`src/sv/wdpn_pkg.sv`:
```
// ----------------------------------------------------------------------------
// wdpn_pkg
// Shared constants, register indexes and control types of the data presence
// nibbler.
// ----------------------------------------------------------------------------
package wdpn_pkg;

  // Grid limits
  localparam int unsigned MAX_ROWS   = 256;
  localparam int unsigned MAX_COLS   = 64;
  localparam int unsigned MAX_RADIUS = 15;

  // Field widths
  localparam int unsigned ROW_W   = 8;
  localparam int unsigned COL_W   = 6;
  localparam int unsigned RCNT_W  = 9;
  localparam int unsigned CCNT_W  = 7;
  localparam int unsigned RAD_W   = 4;
  localparam int unsigned WORD_W  = 64;
  localparam int unsigned PADDR_W = 4;
  localparam int unsigned PDATA_W = 32;

  // Register indexes (byte address / 4)
  typedef enum logic [1:0] {
    REG_ROW_COUNT = 2'd0,
    REG_COL_COUNT = 2'd1,
    REG_RADIUS    = 2'd2
  } wdpn_reg_e;

  // Item function codes
  localparam logic FUNC_WRITE = 1'b0;
  localparam logic FUNC_QUERY = 1'b1;

  // Configuration seen by the datapath
  typedef struct packed {
    logic [RCNT_W-1:0] row_count;
    logic [CCNT_W-1:0] col_count;
    logic [RAD_W-1:0]  radius;
  } wdpn_cfg_t;

  // Controller to datapath
  typedef struct packed {
    logic load;      // capture input item
    logic setup;     // compute window bounds and mask
    logic rd_en;     // read map row at scan pointer
    logic inc;       // advance scan pointer
    logic wr_en;     // write merged row back
    logic out_load;  // capture result into output register
  } wdpn_cmd_t;

  // Datapath to controller
  typedef struct packed {
    logic func;      // item is a query
    logic bad;       // address outside grid in use
    logic rad_zero;  // nibbling off
    logic last;      // scan pointer at last window row
  } wdpn_sts_t;

endpackage

```
`src/sv/wdpn_ctrl.sv`:
```
// ----------------------------------------------------------------------------
// wdpn_ctrl
// Controller: sequences item capture, window scan or read-modify-write,
// and hands the result to the output register.
// ----------------------------------------------------------------------------
module wdpn_ctrl import wdpn_pkg::*; (
  input  logic      clk_i,
  input  logic      rst_ni,
  input  logic      in_valid_i,
  output logic      in_ready_o,
  output logic      out_valid_o,
  input  logic      out_ready_i,
  input  wdpn_sts_t sts_i,
  output wdpn_cmd_t cmd_o
);

  typedef enum logic [6:0] {
    ST_IDLE  = 7'b0000001,
    ST_SETUP = 7'b0000010,
    ST_SCAN  = 7'b0000100,
    ST_FLUSH = 7'b0001000,
    ST_READ  = 7'b0010000,
    ST_WRITE = 7'b0100000,
    ST_DONE  = 7'b1000000
  } wdpn_state_e;

  wdpn_state_e state_q, state_d;
  logic        out_valid_q;

  // Next state and commands
  always_comb begin
    state_d    = state_q;
    cmd_o      = '0;
    in_ready_o = 1'b0;
    unique case (state_q)
      ST_IDLE: begin
        in_ready_o = 1'b1;
        if (in_valid_i) begin
          cmd_o.load = 1'b1;
          state_d    = ST_SETUP;
        end
      end
      ST_SETUP: begin
        cmd_o.setup = 1'b1;
        if (sts_i.bad) begin
          state_d = ST_DONE;
        end else if (sts_i.func) begin
          state_d = sts_i.rad_zero ? ST_DONE : ST_SCAN;
        end else begin
          state_d = ST_READ;
        end
      end
      ST_SCAN: begin
        cmd_o.rd_en = 1'b1;
        cmd_o.inc   = 1'b1;
        if (sts_i.last) begin
          state_d = ST_FLUSH;
        end
      end
      ST_FLUSH: begin
        state_d = ST_DONE;
      end
      ST_READ: begin
        cmd_o.rd_en = 1'b1;
        state_d     = ST_WRITE;
      end
      ST_WRITE: begin
        cmd_o.wr_en = 1'b1;
        state_d     = ST_DONE;
      end
      ST_DONE: begin
        if (!out_valid_q || out_ready_i) begin
          cmd_o.out_load = 1'b1;
          state_d        = ST_IDLE;
        end
      end
      default: state_d = ST_IDLE;
    endcase
  end

  // State and output valid
  always_ff @(posedge clk_i or negedge rst_ni) begin
    if (!rst_ni) begin
      state_q     <= ST_IDLE;
      out_valid_q <= 1'b0;
    end else begin
      state_q <= state_d;
      if (cmd_o.out_load) begin
        out_valid_q <= 1'b1;
      end else if (out_ready_i) begin
        out_valid_q <= 1'b0;
      end
    end
  end

  assign out_valid_o = out_valid_q;

endmodule

```
`config.mk`:
```
export PLATFORM = sky130hd
export DESIGN_NAME = wdpn_ctrl
export DESIGN_NICKNAME = d
export VERILOG_FILES = /design/src/sv/wdpn_pkg.sv /design/src/sv/wdpn_ctrl.sv
export SDC_FILE = /design/constraint.sdc
export NUM_CORES = 1
export LEC_CHECK = 0
export BUFFER_PORTS_ARGS = -buffer_cell sky130_fd_sc_hd__buf_2
export CAP_MARGIN = 20
export CELL_PAD_IN_SITES_DETAIL_PLACEMENT = 1
export CELL_PAD_IN_SITES_GLOBAL_PLACEMENT = 1
export CORE_MARGIN = 2
export CORE_UTILIZATION = 34
export DETAILED_ROUTE_END_ITERATION = 10
export PLACE_DENSITY_LB_ADDON = 0.3
export SLEW_MARGIN = 10
export SYNTH_ARGS = -nofsm -noshare
export SYNTH_HDL_FRONTEND = slang
export SYNTH_SLANG_ARGS = --single-unit
```
`constraint.sdc`:
```
create_clock -name clk_i -period 1.7 [get_ports clk_i]
set_input_delay 0.425 -clock clk_i [delete_from_list [all_inputs] [get_ports clk_i]]
set_output_delay 0.425 -clock clk_i [all_outputs]
set_load 0.1 [all_outputs]
```
# After elaboration in Yosys (flattened, before gate mapping)
# Cells that the tools add are included.
op_classes:
  n_eq_ne: 10
  n_reduce_logical: 6
  mux: 18
ops:
  columns: ["cell", "n"]
  rows:
  - ["$mux 7", 6]
  - ["$pmux 7 s6", 1]
  - ["$mux 1", 11]
  - ["$eq 7x1->1 const B", 1]
  - ["$eq 7x2->1 const B", 1]
  - ["$eq 7x3->1 const B", 1]
  - ["$eq 7x4->1 const B", 1]
  - ["$eq 7x5->1 const B", 1]
  - ["$eq 7x6->1 const B", 1]
  - ["$eq 7x7->1 const B", 1]
  - ["$ne 2x2->1 const B", 3]
  - ["$reduce_or 2->1", 2]
  - ["$reduce_and 3->1", 1]
  - ["$reduce_bool 2->1", 1]
  - ["$logic_not 1->1", 1]
  - ["$logic_or 1x1->1", 1]
word_totals:
  input_bits: 8
  output_inout_bits: 8
  elab_cells: 36
  regBits: 8

# Depth between registers and ports, before layout
depth:
  depth_word: 5
  mapped_depth: 4

# Least setup slack after synthesis
# No wires, ideal clock.
synth_path:
  path_kind: "reg-to-output"
  startpoint: "reg state_q[1]"
  endpoint: "out cmd_o[1] (netlist name)"
  arrival_ps: 4039
  path_stages_with_launch: 4
  path_slack_ps: -2764
  required_ps: 1275
  cell_sequence: "dfrtp_1 -> nor4_1 -> inv_1 -> nor4b_1"
synth_rtl:
  columns: ["element", "line", "source"]
  rows:
  - ["start, declared", "wdpn_ctrl.sv:27", "wdpn_state_e state_q, state_d;"]
  - ["start signal, assigned", "wdpn_ctrl.sv:87", "state_q <= state_d;"]
  - ["end, declared", "wdpn_ctrl.sv:14", "output wdpn_cmd_t cmd_o"]

==> out/metrics.csv <==
stage,metric,value,unit
die,Die Ht,41.2,µm
sta,Tmin final,2110,ps
global_route,global-route wire length before repair,2.92,mm
placement,port buffer count,15,
finish,final std cells w/o fill,104,
global_route,largest net degree at the start of global routing,9,
global_route,GRT overflow,0,
finish,layout cells sized above 1,0.652,
sta,PnR worst setup slack,-411,ps
global_route,gr usage total,0.283,
die,Die ar.,0.00169,mm²
logic_synthesis,sequential-to-total area share from yosys stat,0.429,
routing,final WL,2.16,mm
clock_network,clock sinks,8,
clock_network,Worst-Skew Late Latency,260,ps
finish,utilization after layout,0.752,
logic_synthesis,cell taking the most area after synthesis,dfrtp_1,
die,starting density of the core,0.361,
clock_network,clk slew on worst S/H paths,60,ps
clock_network,H-Tree Depth,1,
logic_synthesis,Mapped Nets,56,
pwr,pwr dens,1470,mW/mm²
outcome,violated checks,setup timing,
routing,DR vias,572,
die,core area,0.00130,mm²
sta,Fin. Hold Viols,0,
clock_network,CTS buffer count,3,
clock_network,largest buffer count on any clock path,2,
logic_synthesis,Async SR Flop Fraction,1.00,
worst_setup_path,CP bufs+invs,2,
sta,setup TNS,-2230,ps
finish,Nets,98,
die,Ports,16,
worst_setup_path,critical path class,reg2out,
logic_synthesis,commonest cells in the netlist,"dfrtp_1, inv_1",
logic_synthesis,Mapped Cells,48,
routing,DRC violations left,0,
worst_setup_path,CP Max Fanout,4,
die,Die X,41.2,µm
routing,DRT Pass-1 Iters,4,
outcome,status,"complete, but fails checks",
worst_setup_path,Startpoint Class,flip-flop,
placement,placed cell area,817,µm²
worst_setup_path,Worst setup startpoint,state_q[0],
sta,RSZ-0062 raised after global routing,yes,
routing,average vias per placed instance,5.50,
clock_network,Root Buffer,clkbuf_4,
logic_synthesis,Yosys reg bits,8,
placement,setup slack at placement,-100,ps
sta,worst slew pin tran,511,ps
pwr,LEAKAGE,0.427,nW
global_route,initial antenna violation count,0,
job,max-cap violations,0,
pwr,total power,1.44,mW
sta,relative slew slack,0.661,
pwr,peak supply drop,0.849,mV
placement,placed instance count,92,
worst_setup_path,CP max-delay cell,dfstp_2,
logic_synthesis,largest cells by area after synthesis,"dfrtp_1, dfstp_2, and2_1",
worst_setup_path,"critical path, cell by cell",nor2_2 -> nand4b_1 -> clkinvlp_4 -> or2_4 -> buf_12,
min_path,HP Class,in2reg,
worst_setup_path,r2r startpoint,state_q[6],
routing,DR iter-0 viols,11,
sta,pins over their slew limit,0,
sta,Tcrit/Tclk final,1.24,
global_route,vias in the first global route,623,
logic_synthesis,Most used DFF post-synth,dfrtp_1,
die,Row Count,13,
routing,Routed WL per cell,20.8,µm
finish,Area Growth Syn to Fin,109,%
finish,post-layout instance area,978,µm²
sta,fmax,0.474,GHz
logic_synthesis,Post-Syn Area,469,µm²
worst_setup_path,CP required,1270,ps
placement,hpwl dp,1.28,mm
finish,Antenna diodes,0,
sta,Fin Hold WS,355,ps
logic_synthesis,Ys Warns,0,
sta,setup violators final,7,
logic_synthesis,number of synthesized flops with an enable pin,0,
logic_synthesis,synthesized area per cell,9.78,µm²
logic_synthesis,Yosys cell types,28,
worst_setup_path,"Arr. time, crit path",1690,ps
worst_setup_path,Top delay family on crit path,flip-flops,
clock_network,CTS tree,yes,
min_path,Hold Startpoint,sts_i[2],
sta,Final Skew,3.15,ps
logic_synthesis,most numerous cell in the Yosys netlist,dfrtp_1,
worst_setup_path,Setup crit end kind,primary output,
logic_synthesis,post-synth top area share,0.373,
worst_setup_path,largest stage delay on the critical path,590,ps
placement,GP Congestion,0.761,
routing,Detail Route Antenna Nets,0,
[power by group]
| part | switching [mW] | internal, mW |
|---|---|---|
| registers | 0.0505 | 0.232 |
| logic | 0.569 | 0.425 |
| clock network | 0.0745 | 0.0905 |
| total | 0.694 | 0.747 |
[kinds of logic after synthesis]
kind of cell / after synthesis / share of synthesized area
flip-flops: 8 / 0.429
XOR/XNOR: 2 / 0.0373
AO/OA/AOI/OAI: 9 / 0.131
buffers and inverters: 4 / 0.0320
AND/OR/NAND/NOR: 25 / 0.371
[metal layers]
layer,part of all wire,vias up,track usage
met2,0.52,22,0.500
li1,-,263,-
met4,0.039,0,0.185
met3,0.038,8,0.0652
met5,0,-,0
met1,0.40,279,0.293
[placed cells by master, fill, tap and decap left out, types with 2 or more instances in the layout]
| cell | netlist | routed |
|---|---|---|
| buf_4 | 0 | 17 |
| buf_2 | 0 | 8 |
| buf_12 | 0 | 7 |
| dfrtp_1 | 7 | 6 |
| buf_6 | 0 | 4 |
| nand2_1 | 3 | 3 |
| clkbuf_4 | 0 | 3 |
| clkinvlp_4 | 0 | 2 |
| and2_1 | 3 | 2 |
| xnor2_1 | 2 | 2 |
| a21oi_1 | 3 | 2 |
| o21ai_1 | 2 | 2 |
[timing repair]
item,in CTS,in global routing
pin swaps,4,4
hold buffers,1,0
setup endpoints to repair,7,7
endpoints found under the hold margin,4,0
gates resized for setup,9,6
buffers inserted,4,3
[path summary, 6_finish.rpt]
kind	endpoint	slack [ps]	depth (start not counted)
setup / recovery	cmd_o[3]	-410	5
setup reg to reg	state_q[0]	10	7
min in group asynchronous	state_q[6]	570	2
hold / removal	state_q[4]	350	2
max in group asynchronous	state_q[0]	880	2
hold reg to reg	out_valid_o	690	2
[sequential cells by signal, indices dropped and copies added, names as in the netlist]
name,flops
state_q,7
out_valid_o,1
[final cells by class]
class,count,area (µm²)
clock buffer,4,26.3
fill,125,323
inverter,4,22.5
tap,15,18.8
sequential,8,203
multi-input combinational,36,345
timing repair buffer,37,363
No activity file was read; power rests on OpenSTA's default activity.
