[config.mk]
export PLATFORM = sky130hd
export DESIGN_NAME = wdpn_regs
export DESIGN_NICKNAME = d
export VERILOG_FILES = /design/src/sv/wdpn_pkg.sv /design/src/sv/wdpn_regs.sv
export SDC_FILE = /design/constraint.sdc
export NUM_CORES = 1
export LEC_CHECK = 0
export BUFFER_PORTS_ARGS = -buffer_cell sky130_fd_sc_hd__buf_4
export CORE_MARGIN = 5
export CORE_UTILIZATION = 30
export CTS_CLUSTER_SIZE = 12
export DETAILED_ROUTE_END_ITERATION = 10
export HOLD_SLACK_MARGIN = 0.06
export PLACE_DENSITY = 0.67
export SETUP_SLACK_MARGIN = 0.15
export SLEW_MARGIN = 25
export SYNTH_ARGS = -nofsm -noshare
export SYNTH_HDL_FRONTEND = slang
export SYNTH_SLANG_ARGS = --single-unit
[constraint.sdc]
create_clock -name clk_i -period 1.2 [get_ports clk_i]
set_input_delay 0.18 -clock clk_i [delete_from_list [all_inputs] [get_ports clk_i]]
set_output_delay 0.18 -clock clk_i [all_outputs]
set_load 0.05 [all_outputs]
[src/sv/wdpn_pkg.sv]
// ----------------------------------------------------------------------------
// wdpn_pkg
// Shared constants, register indexes and control types of the data presence
// nibbler.
// ----------------------------------------------------------------------------
package wdpn_pkg;

  // Grid limits
  localparam int unsigned MAX_ROWS   = 256;
  localparam int unsigned MAX_COLS   = 64;
  localparam int unsigned MAX_RADIUS = 15;

  // Field widths
  localparam int unsigned ROW_W   = 8;
  localparam int unsigned COL_W   = 6;
  localparam int unsigned RCNT_W  = 9;
  localparam int unsigned CCNT_W  = 7;
  localparam int unsigned RAD_W   = 4;
  localparam int unsigned WORD_W  = 64;
  localparam int unsigned PADDR_W = 4;
  localparam int unsigned PDATA_W = 32;

  // Register indexes (byte address / 4)
  typedef enum logic [1:0] {
    REG_ROW_COUNT = 2'd0,
    REG_COL_COUNT = 2'd1,
    REG_RADIUS    = 2'd2
  } wdpn_reg_e;

  // Item function codes
  localparam logic FUNC_WRITE = 1'b0;
  localparam logic FUNC_QUERY = 1'b1;

  // Configuration seen by the datapath
  typedef struct packed {
    logic [RCNT_W-1:0] row_count;
    logic [CCNT_W-1:0] col_count;
    logic [RAD_W-1:0]  radius;
  } wdpn_cfg_t;

  // Controller to datapath
  typedef struct packed {
    logic load;      // capture input item
    logic setup;     // compute window bounds and mask
    logic rd_en;     // read map row at scan pointer
    logic inc;       // advance scan pointer
    logic wr_en;     // write merged row back
    logic out_load;  // capture result into output register
  } wdpn_cmd_t;

  // Datapath to controller
  typedef struct packed {
    logic func;      // item is a query
    logic bad;       // address outside grid in use
    logic rad_zero;  // nibbling off
    logic last;      // scan pointer at last window row
  } wdpn_sts_t;

endpackage

[src/sv/wdpn_regs.sv]
// ----------------------------------------------------------------------------
// wdpn_regs
// APB configuration registers: row count, column count and radius.
// ----------------------------------------------------------------------------
module wdpn_regs import wdpn_pkg::*; (
  input  logic               clk_i,
  input  logic               rst_ni,
  input  logic               psel,
  input  logic               penable,
  input  logic               pwrite,
  input  logic [PADDR_W-1:0] paddr,
  input  logic [PDATA_W-1:0] pwdata,
  output logic [PDATA_W-1:0] prdata,
  output logic               pready,
  output wdpn_cfg_t          cfg_o
);

  logic [RCNT_W-1:0] row_count_q;
  logic [CCNT_W-1:0] col_count_q;
  logic [RAD_W-1:0]  radius_q;
  logic              wr_en;
  wdpn_reg_e         idx;

  assign pready = 1'b1;
  assign wr_en  = psel && penable && pwrite && pready;
  assign idx    = wdpn_reg_e'(paddr[PADDR_W-1:2]);

  // Write registers on the access phase
  always_ff @(posedge clk_i or negedge rst_ni) begin
    if (!rst_ni) begin
      row_count_q <= RCNT_W'(MAX_ROWS);
      col_count_q <= CCNT_W'(MAX_COLS);
      radius_q    <= RAD_W'(1);
    end else if (wr_en) begin
      unique case (idx)
        REG_ROW_COUNT: row_count_q <= pwdata[RCNT_W-1:0];
        REG_COL_COUNT: col_count_q <= pwdata[CCNT_W-1:0];
        REG_RADIUS:    radius_q    <= pwdata[RAD_W-1:0];
        default: ;
      endcase
    end
  end

  // Read back
  always_comb begin
    unique case (idx)
      REG_ROW_COUNT: prdata = PDATA_W'(row_count_q);
      REG_COL_COUNT: prdata = PDATA_W'(col_count_q);
      REG_RADIUS:    prdata = PDATA_W'(radius_q);
      default:       prdata = '0;
    endcase
  end

  assign cfg_o.row_count = row_count_q;
  assign cfg_o.col_count = col_count_q;
  assign cfg_o.radius    = radius_q;

endmodule

Word level (Yosys, flattened, before mapping)
Cells that the tools add are included.

Register bits: 20. Input bits: 41. Output and inout port bits: 53. Word-level logic and storage cells: 12.

Equal/unequal tests: 2. Mux-type cells: 1. Reductions and logical operators: 6.

Operator list (number): case mux 9 bit (3 select lines) (1); AND reduction 2 bit (3); equality test 2 x 1 -> 1 bit, second input constant (1); equality test 2 bit, second input constant (1); logical AND 1 bit (2); logical NOT 2 bit (1).

Logic depth before layout (Yosys ltp)
Gate-level depths: netlist of run 1.

Word-level depth: 3. Gate-level depth with buffers: 4. Gate-level depth less buffers: 3.

Least setup slack after synthesis of run 1
Ideal clock, no wire load.

Path kind: flip-flop to output port. Start: register radius_q[0]. End: output prdata[0]. Arrival time: 1898 ps. Required time: 1020 ps. Setup slack: -878 ps. Stages on the path, launching flop included: 3. Buffers on the path: 0. Cells stage by stage: dfstp_2 mux2i_1 o21ai_0.

Longest elaborated chain between the ends: 1.

RTL lines: start: declaration (line wdpn_regs.sv:20) `logic [RAD_W-1:0] radius_q;`; start signal: assignment (line wdpn_regs.sv:38) `REG_RADIUS: radius_q <= pwdata[RAD_W-1:0];`; case mux 9 bit (3 select lines) (line wdpn_regs.sv:46) `unique case (idx)`; end: declaration (line wdpn_regs.sv:13) `output logic [PDATA_W-1:0] prdata,`.

No other way between the ends.

Final worst setup path of run 1
Same ends and word-level chain as after synthesis.

==> results of run 1 <==
layout make-up:
| class | instances | area (sq um) |
|---|---|---|
| well taps | 48 | 60.1 |
| clock buffers | 3 | 41.3 |
| flip-flops and latches | 20 | 518 |
| clock inverters | 1 | 30.0 |
| fillers | 298 | 1480 |
| multi-input cells | 70 | 676 |
| repair buffers | 78 | 828 |
Yosys cell counts:
cell type	instances
nand2_1	4
conb_1	2
mux2_2	20
nor2b_1	1
dfstp_2	3
buf_6	1
buf_2	2
dfrtp_1	17
nor2_1	4
buf_4	24
and2_1	2
mux2i_1	7
nor3b_2	2
nand3_2	1
or3_1	1
o21ai_0	4
kinds of logic (layout without fill, tap and decap cells):
kind of cell,Yosys count,after routing,synth area share (%)
mux,27,27,26.4
buf+inv,27,82,18.0
flops,20,20,45.1
simple gates,15,15,8.05
compound gates,4,4,1.79
other cells,2,24,0.671
metal layers:
layer	up-vias	GRT usage, %
li1	425	-
met1	432	13.1
met2	41	23.5
met3	4	3.27
met4	0	4.59
met5	-	0
power by group:
| group | total [W] | leakage [nW] | switching (W) | internal (W) |
|---|---|---|---|---|
| logic | 0.00241 | 0.743 | 0.00131 | 0.00110 |
| clock network | 0.000685 | 0.0357 | 0.000239 | 0.000445 |
| registers | 0.00103 | 0.227 | 0.000161 | 0.000866 |
path summary, 6_finish.rpt:
check | start | to | slack, ns | cells after the start
hold reg to reg | row_count_q[7]$_DFFE_PN0P_ | row_count_q[7]$_DFFE_PN0P_ | 0.55 | 1
setup reg to reg | row_count_q[2]$_DFFE_PN0P_ | row_count_q[2]$_DFFE_PN0P_ | 0.07 | 4
max in group asynchronous | rst_ni | row_count_q[8]$_DFFE_PN1P_ | 0.58 | 2
setup / recovery | radius_q[0]$_DFFE_PN1P_ | prdata[0] | -0.15 | 3
hold / removal | pwdata[7] | row_count_q[7]$_DFFE_PN0P_ | 0.15 | 2
min in group asynchronous | rst_ni | col_count_q[2]$_DFFE_PN0P_ | 0.35 | 2
registers in the layout, indices dropped and copies added, names as in the netlist:
name	cells
radius_q	4
col_count_q	7
row_count_q	9
metrics by stage:
stage	instance area (sq um)	cells	total power (W)	TNS, ns	hold WS [ns]
floorplan	1390	117	0.00234	-0.287	-0.116
finish	2150	220	0.00412	-1.06	0.150
global placement	1630	193	0.00272	-0.736	0.0688
CTS	2040	212	0.00395	-0.922	0.151
detailed placement	1630	193	0.00275	-0.867	0.0745
global route	2150	220	0.00430	-1.66	0.144
cells in the final DEF (no fill, tap or decap):
| master | instances |
|---|---|
| mux2i_4 | 2 |
| bufinv_16 | 1 |
| or3_1 | 1 |
| dlygate4sd3_1 | 1 |
| mux2i_2 | 5 |
| clkbuf_8 | 3 |
| nor2_2 | 1 |
| nand2_1 | 4 |
| buf_8 | 18 |
| conb_1 | 24 |
| and2_4 | 2 |
| dfrtp_2 | 11 |
| mux2_4 | 11 |
| nor3b_4 | 2 |
| buf_6 | 28 |
| nor2b_1 | 1 |
| o21ai_4 | 4 |
| dfrtp_1 | 6 |
| buf_4 | 31 |
| dfstp_2 | 3 |
| mux2_2 | 9 |
| nand3_4 | 1 |
| nor2_4 | 3 |
worst register-to-register path: stages (launching register included):
cell	delay, ns
dfrtp_2	0.43
buf_6	0.12
buf_6	0.11
buf_4	0.12
mux2_4	0.25
timing repair:
item | in CTS | in global routing
hold buffers | 1 | 0
setup buffers | 14 | 8
hold endpoints to repair | 20 | 0
pin swaps | 4 | 0
resized for setup | 59 | 13
setup endpoints to repair | 24 | 29
==> impl_metrics.toml, run 1 <==
[run_status]
outcome = "finished with violations"
violations = "setup timing"

[critical_path]
required_ns = 1.02
critPathMaxStageDelay_ns = 0.54
cp_top_family = "flip-flops"
cp_max_fo = 2
cp_num_buf_inv = 1
startpoint_type = "register"
criticalPathCategory = "register to output pin"
worstPathArrival_ns = 1.17
critPathCaptureType = "output pin"
path_cells = "mux2i_2, o21ai_4, buf_8"
critPathSlowestCell = "dfstp_2"

[synth]
avgSynthCellArea_sq_um = 11.8
syn_area_sq_um = 1120
synthTopCellsByArea = "dfrtp_1, mux2_2, buf_4, dfstp_2, mux2i_1"
yosysWarnings = 0
yosysUniqueCellTypes = 16
ys_ff_latch = 20
yosysTopAreaCell = "dfrtp_1"
ys_seq_area_share_pct = 45.1
synth_top_area_share_pct = 38.0
synth_cells = 95

[cells_and_area]
finish.utilization_pct = 59.3
layout-drive-gt1-share_pct = 78.5
area_growth_pct = 92.5
antenna-diode-count = 0
fin_nets = 214

[sta]
final_max_slew_viol_count = 0
finalSetupViolations = 15
finClkSkew_ns = 0
fin_crit_sh_pct = 113
postLayoutSetupSlackWorst_ns = -0.152
hold_viol_final = 0
rsz0062_at_grt = "yes"
fmax_mhz = 740
finalCriticalPeriod_ns = 1.35

[detailed_routing]
dr_wl_met3_microns = 226
drtPass1Iterations = 4
top_layer = "met4"
drt-total-wl_microns = 3100
drt-met1-wl_microns = 1090
met2_wirelength_microns = 1740
ant_nets = 0
drc_errors = 0
num_vias = 902
avgRoutedWirePerCell_microns = 14.1
via_per_inst = 4.10
drt_first_iter_violations = 9

[clock_network]
cts.sinks = 20
clockRootBuffer = "clkbuf_8"
htreeDepth = 1
clockBufferDepth = 2
cts_tree = "done"
clock_latency_ns = 0.26
path_clk_slew_ns = 0.08
cts_buffers = 3

[grt]
grt_max_degree = 21
grt_pass1_wl_microns = 4890
grt.total_usage_pct = 12.4
grt_antenna_before_repair = 0
grt_overflow = 0
grt_pass1_vias = 996

[floorplanning]
die_w_microns = 71.1
start_util_pct = 30.8
fp.dieH_microns = 71.1
ios = 94
num_rows = 22
core_sq_um = 3630
die_area_sq_um = 5050

[flow_run]
maxCapViolCount = 0

[power]
peakVddDrop_mv = 1.08
p_leak_nw = 1.01
p_per_area_nw_per_um2 = 1920

[place]
portBuffers = 44
gp_congestion = 0.687
dpl_worst_slack_ns = -0.0867
hpwl_microns = 2130

[min_path]
hold_path.class = "input pin to register"
Note: power is estimated with default switching activity, not from simulation.
==> run 2: changes to the inputs <==
SKIP_CTS_REPAIR_TIMING = 1   (was not set)
TNS_END_PERCENT = 5   (was not set)
==> impl_metrics.toml, run 2 (synthesis gave the netlist of run 1 again) <==
[cells_and_area]
layout_commonest_cell = "buf_4"
most-common-layout-cells = "buf_4, conb_1, mux2_2"
layout-drive-gt1-share_pct = 67.5
largest_reg_flops = 9
largest-register = "row_count_q"
reg_top3 = "row_count_q: 9 flops, col_count_q: 7 flops, radius_q: 4 flops"
area_growth_pct = 53.9
fin_nets = 193
antenna-diode-count = 0

[sta]
hold_viol_final = 0
finClkSkew_ns = 0
postLayoutSetupSlackWorst_ns = -0.152
finalSetupViolations = 9
rsz0062_at_grt = "yes"
fmax_mhz = 739
finalCriticalPeriod_ns = 1.35
timing.hold.ws_ns = 0.158
final_max_slew_viol_count = 0
fin_crit_sh_pct = 113

[detailed_routing]
drt-total-wl_microns = 2700
ant_nets = 0
via_per_inst = 4.26
drtPass1Iterations = 2
drt_first_iter_violations = 7
num_vias = 848
drc_errors = 0
avgRoutedWirePerCell_microns = 13.5

[min_path]
min_to = "row_count_q[7]$_DFFE_PN0P_"
hold_start = "pwdata[7]"
hold_depth = 2
hold_path.class = "input pin to register"

[clock_network]
clock_latency_ns = 0.25
path_clk_slew_ns = 0.07
clockBufferDepth = 2
clockRootBuffer = "clkbuf_8"
htreeDepth = 1
cts_buffers = 3
cts_tree = "done"
cts.sinks = 20

[grt]
grt_antenna_before_repair = 0
grt_pass1_wl_microns = 4040
grt.total_usage_pct = 9.89
grt_max_degree = 21
grt_overflow = 0
grt_pass1_vias = 832

[power]
total_power_w = 0.00329
p_leak_nw = 0.812
peakVddDrop_mv = 0.886
p_per_area_nw_per_um2 = 1910

[place]
hpwl_microns = 2130
gp_congestion = 0.649
portBuffers = 44

[floorplanning]
die_area_sq_um = 5050
num_rows = 22
ios = 94
core_sq_um = 3630
start_util_pct = 30.8
die_w_microns = 71.1
fp.dieH_microns = 71.1

[critical_path]
criticalPathCategory = "register to output pin"
regToRegSetupSlack_ns = 0.36
critPathCaptureType = "output pin"
required_ns = 1.02
startpoint_type = "register"
timing.rr.start = "radius_q[0]$_DFFE_PN1P_"
cp_max_fo = 2
rr_worst_depth = 2
worstPathArrival_ns = 1.17
rr_endpoint = "radius_q[0]$_DFFE_PN1P_"

[run_status]
violations = "setup timing"
outcome = "finished with violations"

[flow_run]
maxCapViolCount = 0
## run 2: cell types whose count changed in the layout (fill, tap and decap cells not counted), moves of 8 or more
cell | before | now
dfrtp_2 | 11 | 0
mux2_4 | 11 | 0
buf_6 | 28 | 14
mux2_2 | 9 | 20
buf_4 | 31 | 39
buf_8 | 18 | 3
dfrtp_1 | 6 | 17
## run 2: area by class of cell
cell class | count | area, sq um
clock buffer | 4 | 55.1
timing repair buffer | 57 | 505
fill | 331 | 1910
tap | 48 | 60.1
sequential | 20 | 504
multi-input combinational | 70 | 597
## run 2: how the worst max path moves through the flow
stage | cells past startpoint | slack [ns] | endpoint | start
after floorplan | 2 | -0.17 | prdata[0] | radius_q[0]$_DFFE_PN1P_
after CTS | 3 | -0.23 | prdata[0] | radius_q[0]$_DFFE_PN1P_
final | 3 | -0.15 | prdata[0] | radius_q[0]$_DFFE_PN1P_
after detailed placement | 5 | -0.09 | row_count_q[7]$_DFFE_PN0P_ | pwrite
after global routing | 3 | -0.20 | prdata[0] | radius_q[0]$_DFFE_PN1P_
after global placement | 5 | -0.06 | row_count_q[4]$_DFFE_PN0P_ | pwrite
## run 2: report_power, final
group	leakage [nW]	total, W	switching [W]	internal (W)
registers	0.240	0.00101	0.000156	0.000850
clock network	0.0288	0.000506	0.000215	0.000292
logic	0.543	0.00178	0.00117	0.000610
## run 2: per-layer routing
| metal | vias to the layer above | global-route usage, % | routed length, microns | part of all wire (%) |
|---|---|---|---|---|
| met4 | 0 | 1.88 | 16 | 0.59 |
| met2 | 59 | 15.0 | 1200 | 44 |
| met5 | - | 0 | 0 | 0 |
| met3 | 2 | 3.13 | 343 | 13 |
| met1 | 405 | 13.9 | 1140 | 42 |
| li1 | 382 | - | - | - |
## run 2: critical path: stages (launching register included)
cell	delay, ns
dfstp_2	0.54
mux2i_2	0.08
o21ai_4	0.13
buf_6	0.17
## run 2: metrics by stage
step	util (%)	std cells	cell area, sq um	worst slack (ns)	setup TNS (ns)
detailed placement	42.5	193	1540	-0.0900	-0.697
floorplan	-	117	1270	-0.172	-1.24
finish	47.4	199	1720	-0.152	-0.721
CTS	44.0	197	1600	-0.231	-1.12
global placement	42.5	193	1540	-0.0627	-0.486
global route	47.4	199	1720	-0.202	-1.13
==> run 3: changes to the inputs <==
BUFFER_PORTS_ARGS = -buffer_cell sky130_fd_sc_hd__buf_2   (was -buffer_cell sky130_fd_sc_hd__buf_4)
==> impl_metrics.toml, run 3 (synthesis gave the netlist of run 1 again) <==
[run_status]
outcome = "finished with violations"
violations = "setup timing"

[detailed_routing]
drt_first_iter_violations = 13
drc_errors = 0
avgRoutedWirePerCell_microns = 13.7
num_vias = 842
via_per_inst = 4.21
drt-total-wl_microns = 2740
ant_nets = 0
drtPass1Iterations = 3

[sta]
finalSetupViolations = 9
rsz0062_at_grt = "yes"
postLayoutSetupSlackWorst_ns = -0.152
final_max_slew_viol_count = 0
fin_crit_sh_pct = 113
finClkSkew_ns = 0
hold_viol_final = 0
fmax_mhz = 740
timing.hold.ws_ns = 0.153
finalCriticalPeriod_ns = 1.35

[clock_network]
cts_tree = "done"
cts_buffers = 3
clockRootBuffer = "clkbuf_8"
clockBufferDepth = 2
clock_latency_ns = 0.25
path_clk_slew_ns = 0.07
cts.sinks = 20
htreeDepth = 1

[cells_and_area]
most-common-layout-cells = "buf_2, conb_1, mux2_2"
largest_reg_flops = 9
largest-register = "row_count_q"
finish.utilization_pct = 44.5
fin_nets = 194
fillers = 350
layout_commonest_cell = "buf_2"
final_area_sq_um = 1620
reg_top3 = "row_count_q: 9 flops, col_count_q: 7 flops, radius_q: 4 flops"
area_growth_pct = 44.5
antenna-diode-count = 0
layout-drive-gt1-share_pct = 67.1

[place]
dpl_cell_area_sq_um = 1450
portBuffers = 44
gp_congestion = 0.659
hpwl_microns = 2180

[floorplanning]
core_sq_um = 3630
ios = 94
fp.dieH_microns = 71.1
die_w_microns = 71.1
die_area_sq_um = 5050
num_rows = 22
start_util_pct = 30.8

[power]
p_per_area_nw_per_um2 = 1930
p_leak_nw = 0.780
peakVddDrop_mv = 1.27

[critical_path]
required_ns = 1.02
startpoint_type = "register"
cp_max_fo = 2
criticalPathCategory = "register to output pin"
critPathCaptureType = "output pin"
rr_worst_depth = 2
worstPathArrival_ns = 1.17

[flow_run]
maxCapViolCount = 0

[grt]
grt_antenna_before_repair = 0
grt_pass1_vias = 896
grt.total_usage_pct = 10.5
grt_overflow = 0
grt_pass1_wl_microns = 4170
grt_max_degree = 21

[min_path]
hold_path.class = "input pin to register"
hold_depth = 2
run 3: cell types whose count changed in the layout (fill, tap and decap cells not counted):
cell      before  now
and2_1         1    2
clkbuf_8       4    3
clkbuf_1       0    1
buf_2          0   29
and2_4         1    0
buf_8          3    2
nor2_2         0    1
buf_4         39   17
buf_6         14    8
clkbuf_4       0    1
nor2_1         1    0
run 3: critical path: stages, from the launching register on:
cell and delay [ns]:
dfstp_2 0.54, mux2i_2 0.08, o21ai_4 0.13, buf_6 0.17
run 3: stage by stage:
stage	setup WS (ns)	power [W]	std cells	setup TNS, ns
3_3_place_gp	-0.0665	0.00248	195	-0.552
5_1_grt	-0.191	0.00325	200	-1.46
4_1_cts	-0.277	0.00296	199	-1.64
3_5_place_dp	-0.0908	0.00251	195	-0.899
2_1_floorplan	-0.172	0.00223	117	-1.24
6_report	-0.152	0.00311	200	-0.983
run 3: path summary, 6_finish.rpt:
| check | from | slack [ns] | to |
|---|---|---|---|
| max in group asynchronous | rst_ni | 0.46 | radius_q[0]$_DFFE_PN1P_ |
| worst min register to register | row_count_q[7]$_DFFE_PN0P_ | 0.54 | row_count_q[7]$_DFFE_PN0P_ |
| worst max register to register | radius_q[0]$_DFFE_PN1P_ | 0.35 | radius_q[0]$_DFFE_PN1P_ |
| worst max-delay path | radius_q[0]$_DFFE_PN1P_ | -0.15 | prdata[0] |
| min in group asynchronous | rst_ni | 0.40 | row_count_q[4]$_DFFE_PN0P_ |
| worst min-delay path | pwdata[8] | 0.15 | row_count_q[8]$_DFFE_PN1P_ |
run 3: area by class of cell:
| cell class | count | area [sq um] | share of cell area (%) |
|---|---|---|---|
| tap | 48 | 60.1 | 3.72 |
| timing repair buffer | 58 | 410 | 25.4 |
| multi-input combinational | 70 | 597 | 36.9 |
| sequential | 20 | 504 | 31.2 |
| clock buffer | 4 | 45.0 | 2.79 |
run 3: power by group:
| group | total (W) | switching, W | internal (W) |
|---|---|---|---|
| Sequential | 0.000998 | 0.000148 | 0.000850 |
| Clock | 0.000444 | 0.000208 | 0.000236 |
| Combinational | 0.00167 | 0.00116 | 0.000506 |
run 3: per-layer routing:
metal  vias to the layer above  GRT usage, %  wire [microns]
li1                        382             -               -
met1                       397          13.2            1120
met2                        59          17.0            1230
met3                         4          2.13             328
met4                         0          5.64              55
met5                         -             0               0
